<file path="src/sv/rvd_pkg.sv">
`default_nettype none

package rvd_pkg;

    // Field widths
    localparam int unsigned WORD_W = 32;
    localparam int unsigned REG_W  = 5;
    localparam int unsigned FMT_W  = 3;
    localparam int unsigned OP_W   = 6;
    localparam int unsigned WR_W   = 6;
    localparam int unsigned WB_W   = 2;

    typedef logic [WORD_W-1:0] t_word;
    typedef logic [REG_W-1:0]  t_reg;
    typedef logic [FMT_W-1:0]  t_fmt;
    typedef logic [OP_W-1:0]   t_op;
    typedef logic [WR_W-1:0]   t_wreg;
    typedef logic [WB_W-1:0]   t_wb;
    typedef logic [6:0]        t_opcode;

    // Register count; also the "no register write" marker
    localparam t_wreg REGS = 6'd32;

    // Major opcodes
    localparam t_opcode OPC_OP      = 7'h33;
    localparam t_opcode OPC_OP_32   = 7'h3b;
    localparam t_opcode OPC_LOAD    = 7'h03;
    localparam t_opcode OPC_OP_IMM  = 7'h13;
    localparam t_opcode OPC_OP_IMMW = 7'h1b;
    localparam t_opcode OPC_JALR    = 7'h67;
    localparam t_opcode OPC_SYSTEM  = 7'h73;
    localparam t_opcode OPC_STORE   = 7'h23;
    localparam t_opcode OPC_BRANCH  = 7'h63;
    localparam t_opcode OPC_AUIPC   = 7'h17;
    localparam t_opcode OPC_LUI     = 7'h37;
    localparam t_opcode OPC_JAL     = 7'h6f;

    // funct7 / funct6 patterns
    localparam logic [6:0] F7_BASE = 7'h00;
    localparam logic [6:0] F7_MULD = 7'h01;
    localparam logic [6:0] F7_ALT  = 7'h20;
    localparam logic [5:0] F6_BASE = 6'h00;
    localparam logic [5:0] F6_ALT  = 6'h10;

    // Format classes
    localparam t_fmt FMT_NONE = 3'd0;
    localparam t_fmt FMT_R    = 3'd1;
    localparam t_fmt FMT_I    = 3'd2;
    localparam t_fmt FMT_S    = 3'd3;
    localparam t_fmt FMT_B    = 3'd4;
    localparam t_fmt FMT_U    = 3'd5;
    localparam t_fmt FMT_J    = 3'd6;

    // Write-back sources
    localparam t_wb WB_NONE = 2'd0;
    localparam t_wb WB_PC4  = 2'd1;
    localparam t_wb WB_ALU  = 2'd2;
    localparam t_wb WB_LOAD = 2'd3;

    // Operation codes
    localparam t_op OP_NONE  = 6'd0;
    localparam t_op OP_ADD   = 6'd1;
    localparam t_op OP_MUL   = 6'd2;
    localparam t_op OP_SUB   = 6'd3;
    localparam t_op OP_SLL   = 6'd4;
    localparam t_op OP_MULH  = 6'd5;
    localparam t_op OP_SLT   = 6'd6;
    localparam t_op OP_XOR   = 6'd7;
    localparam t_op OP_DIV   = 6'd8;
    localparam t_op OP_SRL   = 6'd9;
    localparam t_op OP_SRA   = 6'd10;
    localparam t_op OP_OR    = 6'd11;
    localparam t_op OP_REM   = 6'd12;
    localparam t_op OP_AND   = 6'd13;
    localparam t_op OP_ADDW  = 6'd14;
    localparam t_op OP_MULW  = 6'd15;
    localparam t_op OP_SUBW  = 6'd16;
    localparam t_op OP_SLLW  = 6'd17;
    localparam t_op OP_DIVW  = 6'd18;
    localparam t_op OP_SRLW  = 6'd19;
    localparam t_op OP_DIVUW = 6'd20;
    localparam t_op OP_SRAW  = 6'd21;
    localparam t_op OP_REMW  = 6'd22;
    localparam t_op OP_REMUW = 6'd23;
    localparam t_op OP_LB    = 6'd24;
    localparam t_op OP_LH    = 6'd25;
    localparam t_op OP_LW    = 6'd26;
    localparam t_op OP_LD    = 6'd27;
    localparam t_op OP_ADDI  = 6'd28;
    localparam t_op OP_SLLI  = 6'd29;
    localparam t_op OP_SLTI  = 6'd30;
    localparam t_op OP_XORI  = 6'd31;
    localparam t_op OP_SRLI  = 6'd32;
    localparam t_op OP_SRAI  = 6'd33;
    localparam t_op OP_ORI   = 6'd34;
    localparam t_op OP_ANDI  = 6'd35;
    localparam t_op OP_ADDIW = 6'd36;
    localparam t_op OP_SLLIW = 6'd37;
    localparam t_op OP_SRLIW = 6'd38;
    localparam t_op OP_SRAIW = 6'd39;
    localparam t_op OP_JALR  = 6'd40;
    localparam t_op OP_ECALL = 6'd41;
    localparam t_op OP_SB    = 6'd42;
    localparam t_op OP_SH    = 6'd43;
    localparam t_op OP_SW    = 6'd44;
    localparam t_op OP_SD    = 6'd45;
    localparam t_op OP_BEQ   = 6'd46;
    localparam t_op OP_BNE   = 6'd47;
    localparam t_op OP_BLT   = 6'd48;
    localparam t_op OP_BGE   = 6'd49;
    localparam t_op OP_AUIPC = 6'd50;
    localparam t_op OP_LUI   = 6'd51;
    localparam t_op OP_JAL   = 6'd52;

    // Decode bundle handed from the decode logic to the result register
    typedef struct packed {
        t_fmt  format_class;
        t_op   op_code;
        t_reg  dest_reg;
        t_reg  src1_reg;
        t_reg  src2_reg;
        t_word immediate;
        t_wreg write_reg;
        t_wb   wb_source;
    } t_decode;

endpackage

`default_nettype wire

</file>
<file path="src/sv/rvd_decode.sv">
`default_nettype none

module rvd_decode (
    input  var rvd_pkg::t_word   i_instr_word,
    output var rvd_pkg::t_decode o_decode
);
    import rvd_pkg::*;

    t_opcode    opc;
    logic [2:0] f3;
    logic [6:0] f7;
    logic [5:0] f6;
    t_fmt       fmt;
    t_op        op;
    t_wb        wb;
    t_word      imm;
    t_word      w;

    assign w   = i_instr_word;
    assign opc = w[6:0];
    assign f3  = w[14:12];
    assign f7  = w[31:25];
    assign f6  = w[31:26];

    // Format class and write-back source follow the major opcode alone
    always_comb begin
        case (opc)
            OPC_OP, OPC_OP_32: begin
                fmt = FMT_R;
                wb  = WB_ALU;
            end
            OPC_LOAD: begin
                fmt = FMT_I;
                wb  = WB_LOAD;
            end
            OPC_OP_IMM, OPC_OP_IMMW: begin
                fmt = FMT_I;
                wb  = WB_ALU;
            end
            OPC_JALR: begin
                fmt = FMT_I;
                wb  = WB_PC4;
            end
            OPC_SYSTEM: begin
                fmt = FMT_I;
                wb  = WB_NONE;
            end
            OPC_STORE: begin
                fmt = FMT_S;
                wb  = WB_NONE;
            end
            OPC_BRANCH: begin
                fmt = FMT_B;
                wb  = WB_NONE;
            end
            OPC_AUIPC, OPC_LUI: begin
                fmt = FMT_U;
                wb  = WB_ALU;
            end
            OPC_JAL: begin
                fmt = FMT_J;
                wb  = WB_PC4;
            end
            default: begin
                fmt = FMT_NONE;
                wb  = WB_NONE;
            end
        endcase
    end

    // Operation code: opcode plus funct3/funct7 checks
    always_comb begin
        op = OP_NONE;
        case (opc)
            OPC_OP: begin
                case (f3)
                    3'd0: begin
                        if (f7 == F7_BASE)      op = OP_ADD;
                        else if (f7 == F7_MULD) op = OP_MUL;
                        else if (f7 == F7_ALT)  op = OP_SUB;
                    end
                    3'd1: begin
                        if (f7 == F7_BASE)      op = OP_SLL;
                        else if (f7 == F7_MULD) op = OP_MULH;
                    end
                    3'd2: begin
                        if (f7 == F7_BASE) op = OP_SLT;
                    end
                    3'd4: begin
                        if (f7 == F7_BASE)      op = OP_XOR;
                        else if (f7 == F7_MULD) op = OP_DIV;
                    end
                    3'd5: begin
                        if (f7 == F7_BASE)     op = OP_SRL;
                        else if (f7 == F7_ALT) op = OP_SRA;
                    end
                    3'd6: begin
                        if (f7 == F7_BASE)      op = OP_OR;
                        else if (f7 == F7_MULD) op = OP_REM;
                    end
                    3'd7: begin
                        if (f7 == F7_BASE) op = OP_AND;
                    end
                    default: op = OP_NONE;
                endcase
            end
            OPC_OP_32: begin
                case (f3)
                    3'd0: begin
                        if (f7 == F7_BASE)      op = OP_ADDW;
                        else if (f7 == F7_MULD) op = OP_MULW;
                        else if (f7 == F7_ALT)  op = OP_SUBW;
                    end
                    3'd1: begin
                        if (f7 == F7_BASE) op = OP_SLLW;
                    end
                    3'd4: begin
                        if (f7 == F7_MULD) op = OP_DIVW;
                    end
                    3'd5: begin
                        if (f7 == F7_BASE)      op = OP_SRLW;
                        else if (f7 == F7_MULD) op = OP_DIVUW;
                        else if (f7 == F7_ALT)  op = OP_SRAW;
                    end
                    3'd6: begin
                        if (f7 == F7_MULD) op = OP_REMW;
                    end
                    3'd7: begin
                        if (f7 == F7_MULD) op = OP_REMUW;
                    end
                    default: op = OP_NONE;
                endcase
            end
            OPC_LOAD: begin
                if (!f3[2]) op = OP_LB + {3'b000, f3};
            end
            OPC_OP_IMM: begin
                case (f3)
                    3'd0: op = OP_ADDI;
                    3'd1: begin
                        if (f6 == F6_BASE) op = OP_SLLI;
                    end
                    3'd2: op = OP_SLTI;
                    3'd4: op = OP_XORI;
                    3'd5: begin
                        if (f6 == F6_BASE)     op = OP_SRLI;
                        else if (f6 == F6_ALT) op = OP_SRAI;
                    end
                    3'd6: op = OP_ORI;
                    3'd7: op = OP_ANDI;
                    default: op = OP_NONE;
                endcase
            end
            OPC_OP_IMMW: begin
                case (f3)
                    3'd0: op = OP_ADDIW;
                    3'd1: begin
                        if (f7 == F7_BASE) op = OP_SLLIW;
                    end
                    3'd5: begin
                        if (f7 == F7_BASE)     op = OP_SRLIW;
                        else if (f7 == F7_ALT) op = OP_SRAIW;
                    end
                    default: op = OP_NONE;
                endcase
            end
            OPC_JALR: begin
                if (f3 == 3'd0) op = OP_JALR;
            end
            OPC_SYSTEM: begin
                if (f3 == 3'd0 && f7 == F7_BASE) op = OP_ECALL;
            end
            OPC_STORE: begin
                if (!f3[2]) op = OP_SB + {3'b000, f3};
            end
            OPC_BRANCH: begin
                case (f3)
                    3'd0: op = OP_BEQ;
                    3'd1: op = OP_BNE;
                    3'd4: op = OP_BLT;
                    3'd5: op = OP_BGE;
                    default: op = OP_NONE;
                endcase
            end
            OPC_AUIPC: op = OP_AUIPC;
            OPC_LUI:   op = OP_LUI;
            OPC_JAL:   op = OP_JAL;
            default:   op = OP_NONE;
        endcase
    end

    // Assemble the immediate, zero-filled above its top bit; all ones for R and undefined formats
    always_comb begin
        case (fmt)
            FMT_I:   imm = {20'd0, w[31:20]};
            FMT_S:   imm = {20'd0, w[31:25], w[11:7]};
            FMT_B:   imm = {19'd0, w[31], w[7], w[30:25], w[11:8], 1'b0};
            FMT_U:   imm = {w[31:12], 12'd0};
            FMT_J:   imm = {11'd0, w[31], w[19:12], w[20], w[30:21], 1'b0};
            default: imm = '1;
        endcase
    end

    // Pack the bundle
    always_comb begin
        o_decode.format_class = fmt;
        o_decode.op_code      = op;
        o_decode.dest_reg     = w[11:7];
        o_decode.src1_reg     = w[19:15];
        o_decode.src2_reg     = w[24:20];
        o_decode.immediate    = imm;
        o_decode.write_reg    = (wb != WB_NONE) ? {1'b0, w[11:7]} : REGS;
        o_decode.wb_source    = wb;
    end

endmodule

`default_nettype wire

</file>
<file path="src/sv/rv64im_instruction_decoder.sv">
`default_nettype none

// Decodes one RV64IM instruction word per clock into format class, operation
// code, register fields, raw (not sign-extended) immediate, write register and
// write-back source. Pulse start with i_instr_word to issue a word; busy is
// always low, so a word may be issued every cycle. Each word gives exactly one
// result, passing first the input register and then the result register, with
// the decode logic between them. o_done marks that result for a single cycle
// and there is no way to stall it, so the receiver must take it in that cycle.
// Write register 32 means no register is written.
module rv64im_instruction_decoder (
    input  var logic           i_clk,
    input  var logic           i_rst_n,
    input  var logic           start,
    output var logic           busy,
    input  var rvd_pkg::t_word i_instr_word,
    output var logic           o_done,
    output var rvd_pkg::t_fmt  o_format_class,
    output var rvd_pkg::t_op   o_op_code,
    output var rvd_pkg::t_reg  o_dest_reg,
    output var rvd_pkg::t_reg  o_src1_reg,
    output var rvd_pkg::t_reg  o_src2_reg,
    output var rvd_pkg::t_word o_immediate,
    output var rvd_pkg::t_wreg o_write_reg,
    output var rvd_pkg::t_wb   o_wb_source
);
    import rvd_pkg::*;

    logic    r_in_valid;
    t_word   r_instr_word;
    logic    r_out_valid;
    t_decode r_result;
    t_decode n_result;

    // Never stall the issuer
    assign busy = 1'b0;

    // Capture the incoming beat
    always_ff @(posedge i_clk) begin
        if (!i_rst_n) begin
            r_in_valid <= 1'b0;
        end else begin
            r_in_valid <= start;
        end
    end

    always_ff @(posedge i_clk) begin
        if (start) begin
            r_instr_word <= i_instr_word;
        end
    end

    rvd_decode u_decode (
        .i_instr_word (r_instr_word),
        .o_decode     (n_result)
    );

    // Register the decoded beat
    always_ff @(posedge i_clk) begin
        if (!i_rst_n) begin
            r_out_valid <= 1'b0;
        end else begin
            r_out_valid <= r_in_valid;
        end
    end

    always_ff @(posedge i_clk) begin
        if (r_in_valid) begin
            r_result <= n_result;
        end
    end

    // Drive the result ports
    assign o_done         = r_out_valid;
    assign o_format_class = r_result.format_class;
    assign o_op_code      = r_result.op_code;
    assign o_dest_reg     = r_result.dest_reg;
    assign o_src1_reg     = r_result.src1_reg;
    assign o_src2_reg     = r_result.src2_reg;
    assign o_immediate    = r_result.immediate;
    assign o_write_reg    = r_result.write_reg;
    assign o_wb_source    = r_result.wb_source;

`ifndef NO_ASSERTIONS
    // Every captured beat produces a result in the next cycle
    a_beat_flows: assert property (@(posedge i_clk) disable iff (!i_rst_n)
        r_in_valid |=> o_done)
        else $error("captured beat did not reach the result register");

    // A register write always comes with a write-back source
    a_write_has_source: assert property (@(posedge i_clk) disable iff (!i_rst_n)
        o_done && (o_write_reg != REGS) |-> (o_wb_source != WB_NONE))
        else $error("register write without write-back source");

    // Register-register and undefined words carry an all-ones immediate
    a_r_imm_ones: assert property (@(posedge i_clk) disable iff (!i_rst_n)
        o_done && (o_format_class == FMT_R || o_format_class == FMT_NONE)
        |-> (o_immediate == '1))
        else $error("R or undefined format with assembled immediate");

    // A recognized operation always has a known format
    a_op_has_format: assert property (@(posedge i_clk) disable iff (!i_rst_n)
        o_done && (o_op_code != OP_NONE) |-> (o_format_class != FMT_NONE))
        else $error("operation decoded with undefined format");
`endif

endmodule

`default_nettype wire
</file>
<file path="config.mk">
export PLATFORM = sky130hd
export DESIGN_NAME = rv64im_instruction_decoder
export DESIGN_NICKNAME = d
export VERILOG_FILES = /design/src/sv/rvd_pkg.sv /design/src/sv/rvd_decode.sv /design/src/sv/rv64im_instruction_decoder.sv
export SDC_FILE = /design/constraint.sdc
export NUM_CORES = 1
export LEC_CHECK = 0
export CAP_MARGIN = 25
export CORE_MARGIN = 4
export CORE_UTILIZATION = 30
export DETAILED_ROUTE_END_ITERATION = 8
export DONT_BUFFER_PORTS = 1
export RECOVER_POWER = 25
export SYNTH_ARGS = -nofsm -noshare
export SYNTH_HDL_FRONTEND = slang
export SYNTH_HIERARCHICAL = 1
export SYNTH_SLANG_ARGS = --single-unit
export TNS_END_PERCENT = 5
</file>
<file path="constraint.sdc">
create_clock -name i_clk -period 2.5 [get_ports i_clk]
set_clock_uncertainty 0.15 [all_clocks]
set_input_delay 0.5 -clock i_clk [delete_from_list [all_inputs] [get_ports i_clk]]
set_output_delay 0.5 -clock i_clk [all_outputs]
set_load 0.02 [all_outputs]
</file>
## After elaboration in Yosys (flattened, before gate mapping)

Cells that the tools add are included.

- Add/subtract/negate cells: 2
- Multipliers: 0
- Div/mod/pow operators: 0
- Magnitude comparators: 0
- Eq/ne operators: 26
- Shift-type cells: 0
- Muxes and demuxes: 43
- Bitwise logic cells: 0
- Reduce and logical (&&, ||, !) cells: 10

Operator list:

| operator | count |
|---|---|
| $pmux 32 s5 | 1 |
| $mux 6 | 20 |
| $pmux 6 s7 | 2 |
| $pmux 6 s12 | 1 |
| $pmux 6 s6 | 1 |
| $eq 7x6->1 const B | 5 |
| $mux 5 | 7 |
| $eq 7x7->1 const B | 4 |
| $pmux 6 s4 | 1 |
| $eq 3x3->1 const B | 7 |
| $eq 7x5->1 const B | 3 |
| $pmux 3 s6 | 1 |
| $pmux 6 s3 | 1 |
| $mux 4 | 4 |
| $eq 3x2->1 const B | 3 |
| $eq 7x1->1 const B | 1 |
| $eq 7x2->1 const B | 1 |
| $logic_not 7->1 | 1 |
| $add 5x3->6 const A | 1 |
| $add 6x3->6 const A | 1 |
| $eq 6x5->1 const B | 1 |
| $logic_not 6->1 | 1 |
| $mux 3 | 2 |
| $pmux 2 s3 | 1 |
| 8 further kinds | 10 |

- Bits in registers: 98
- Latch bits: 0
- RAM bits: 0
- ROM bits: 0
- Bits of input ports: 35
- Output and inout port bits: 66
- Word-level logic and storage cells: 93
- Memories kept: 0

## Depth between registers and ports, before layout

- Word-level depth: 6
- Gate-level depth with buffers: 7
- Mapped depth without buffers: 5

## Cells and area by module

The synthesis kept the hierarchy.

By module, submodules not included:

| module | instances | cells an instance | area each (um2) | sequential area each (um2) |
|---|---|---|---|---|
| rv64im_instruction_decoder | 1 | 102 | 2946.6 | 2922.8 |
| rvd_decode | 1 | 230 | 1581.5 | 0.0 |

## Worst setup path after synthesis

No wires, ideal clock.

- Path type: reg2reg
- Start: register r_in_valid
- End: register r_result, in the netlist o_dest_reg[0], enable pin
- Library setup time: 427 ps
- Arrival time: 1680 ps
- Data required time: 1923 ps
- Setup slack: 243 ps
- Stages on the path, launching flop included: 1
- Path buffers: 0
- Period minus slack after synthesis: 2257 ps
- Path through: dfxtp_1

RTL lines:

| element | RTL line | RTL |
|---|---|---|
| start, declared | rv64im_instruction_decoder.sv:29 | `logic r_in_valid;` |
| start signal, assigned | rv64im_instruction_decoder.sv:43 | `r_in_valid <= start;` |
| end signal, assigned | rv64im_instruction_decoder.sv:69 | `r_result <= n_result;` |
| end, declared | rv64im_instruction_decoder.sv:32 | `t_decode r_result;` |

No word-level cell between the ends.

==> flow_summary.toml <==
[run_status]
outcome = "completed"

[logic_synthesis]
avgSynthCellArea_um2 = 13.6
yosys_most_used_dff = "edfxtp_1"
asyncSetResetFlopFracSynth_pct = 0
synth_cell_area_um2 = 4530
portion_of_the_post_synthesis_area_used_by_sequential_elements_pct = 64.5
synthDominantAreaCellType = "edfxtp_1"
post_synth_inst_count = 332
synth_top_area_share_pct = 63.7
count_of_synthesis_stage_warnings_from_yosys = 6
synth_cell_types = 69
synthesis.nets = 367
synth.ff_latch_count = 98
number_of_synthesized_flops_with_an_enable_pin = 96
dominant_cells_by_area_after_synthesis = "edfxtp_1 (64%), a21o_1 (3.8%), buf_4 (3.2%)"

[timing]
grt_setup_unrepaired = "false"
number_of_setup_violations_in_the_final_report = 0
max_freq_mhz = 424
timing.final.crit_period_ps = 2360
hold_slack_ps = 97.9
worst_margin_pin_slew_ps = 580
setup_total_negative_slack_ps = 0
final.setup.worst_slack_ps = 139
relSlewSlack_pct = 61.3
timing_max_transition_violations_final = 0
final_min_period_over_clock_period_pct = 94.4
hold_violations_final = 0

[final_layout]
final_layout_size_suffix_gt1_share_pct = 17.1
footprint_of_the_multi_input_gates_um2 = 1360
diodes = 0
area.sequential_um2 = 2920
final-instance-count-excl-fill = 517
final_cell_mix = "edfxtp_1 (96), nor2_1 (23), a21o_1 (23), buf_4 (21), nand2_1 (14)"
leading_cell_type_in_the_layout_fill_and_taps_excluded = "edfxtp_1"
final_core_util_pct = 34.0
fill_cells = 1440
nNetsFinal = 363
final_design_area_no_fill_um2 = 4980
flow.area_growth_from_synthesis_pct = 10.0

[global_route]
global_route.usage.total_pct = 12.6
grt_util_met1_pct = 16.1
grt.busiest_layer = "met2"
grt_pass1_vias = 2732
grt_pass1_wl_um = 16200
grtUsageMet3_pct = 4.35
globalRoute.totalOverflow = 0
number_of_antenna_violations_at_the_first_check_in_global_routing = 0
grt_start_max_net_pins = 34
grt.met2_usage_pct = 19.5

[worst_setup_path]
critical_path.cell_chain = "and2b_2 > nor2_1 > a211oi_1 > o21ai_2 > buf_4 > a21o_2"
cp.arrival_ps = 2310
critPathKind = "reg2reg"
cpPeakStageDelay_ps = 560
cp_data_required_time_ps = 2450
endpoint_kind = "flip-flop"
startpoint_type_of_the_worst_setup_path = "flip-flop"
critical_path_peak_fanout = 22
critical_path.n_buffers_inverters = 1
path_delay_family = "compound AO/OA/AOI/OAI gates"
timing.critical_path.slowest_stage_cell = "edfxtp_1"

[power_and_ir_drop]
power_density_nw_per_um2 = 756
finalPower_mw = 3.77
power.static_leakage_nw = 1.69
worst_ir_drop_vdd_mv = 0.334

[detailed_routing]
detail_route.drc_violations = 0
vias_per_cell = 5.23
first_pass_iters = 5
drt-wirelength-per-cell_um = 20.6
dr.first_iter.drc_count = 124
post_route_antenna_net_violation_count = 0
detailroute.via_count = 2703
drt-total-wl_um = 10700

[clock_tree]
cts_setup_buffers = 0
cts_num_sinks = 98
clock_latency_ps = 340
clock_pin_slew_on_the_worst_setup_and_hold_paths_ps = 70
tritoncts_clock_tree = "done"
ctsResizeCount = 0
h-tree-depth = 3
cts_max_path_buffers = 2
cts_hold_buffers = 0
cts.root.buffer_cell = "clkbuf_16"
tritoncts.num_buffers = 9

[placed_design]
half_perimeter_wire_length_after_placement_um = 7740
place_area_um2 = 4690
place_worst_setup_slack_ps = 175
dp.cells = 501
routabilityCongestion = 0.835
port_buffers = 0

[floorplanning]
floorplan.die.width_um = 131
design.portCount = 101
chipHeight_um = 131
dieArea_um2 = 17100
initial_core_util_pct = 30.9
core_region_area_um2 = 14600
placementRows = 44

[job]
max_cap_viol_count = 0

[min_path]
hold_class = "in2reg"
-- logic make-up after synthesis --
logic type / share of synthesized area (%)
DFF: 64.5
other: 0.0828
and+or+nand+nor: 14.5
muxes: 0.691
buffers and inverters: 5.58
xor gates and xnor gates: 0.967
AOI/OAI and AO/OA: 13.7
-- metal layers --
layer	share of wire, %	vias to the layer above	routed length (µm)
met2	49	93	5240
met1	42	1336	4540
met5	0	-	0
li1	-	1258	-
met3	6.6	16	706
met4	1.8	0	195
-- worst paths after layout --
kind         cells after the start             start               to  slack (ps)
max                              6   r_instr_word[3]   o_immediate[6]         140
min                              0   i_instr_word[5]  r_instr_word[5]         100
max reg2reg                      6   r_instr_word[3]   o_immediate[6]         140
min reg2reg                      0  r_instr_word[16]    o_src1_reg[1]         310
-- synth_stat cells (4+ instances only) --
cell,number
a21o_1,23
nor2b_1,6
nand3_1,6
nor2_1,23
o22ai_1,4
clkbuf_1,5
edfxtp_1,96
inv_1,4
o21ai_0,8
and2_1,10
a21oi_1,9
buf_4,19
a221o_1,6
buf_2,9
nand2_1,14
nor3_1,9
-- worst reg2reg max path, stage by stage, from the launching register on --
cell	delay (ps)
edfxtp_1	560
and2b_2	350
nor2_1	60
a211oi_1	300
o21ai_2	210
buf_4	260
a21o_2	220
-- where the power goes --
part | internal (mW) | switching, mW | total [mW]
Sequential | 1.94 | 0.194 | 2.14
Combinational | 0.110 | 0.159 | 0.268
Clock | 0.777 | 0.582 | 1.36
-- final cells by class --
type                    count  area share [%]
clock inverters             6            1.31
repair buffers             21            3.17
clock buffers              10            4.60
multi-input cells         193            27.2
well taps                 184            4.62
flip-flops and latches     98            58.7
inverters                   5           0.377
Note: power is estimated with default switching activity, not from simulation.
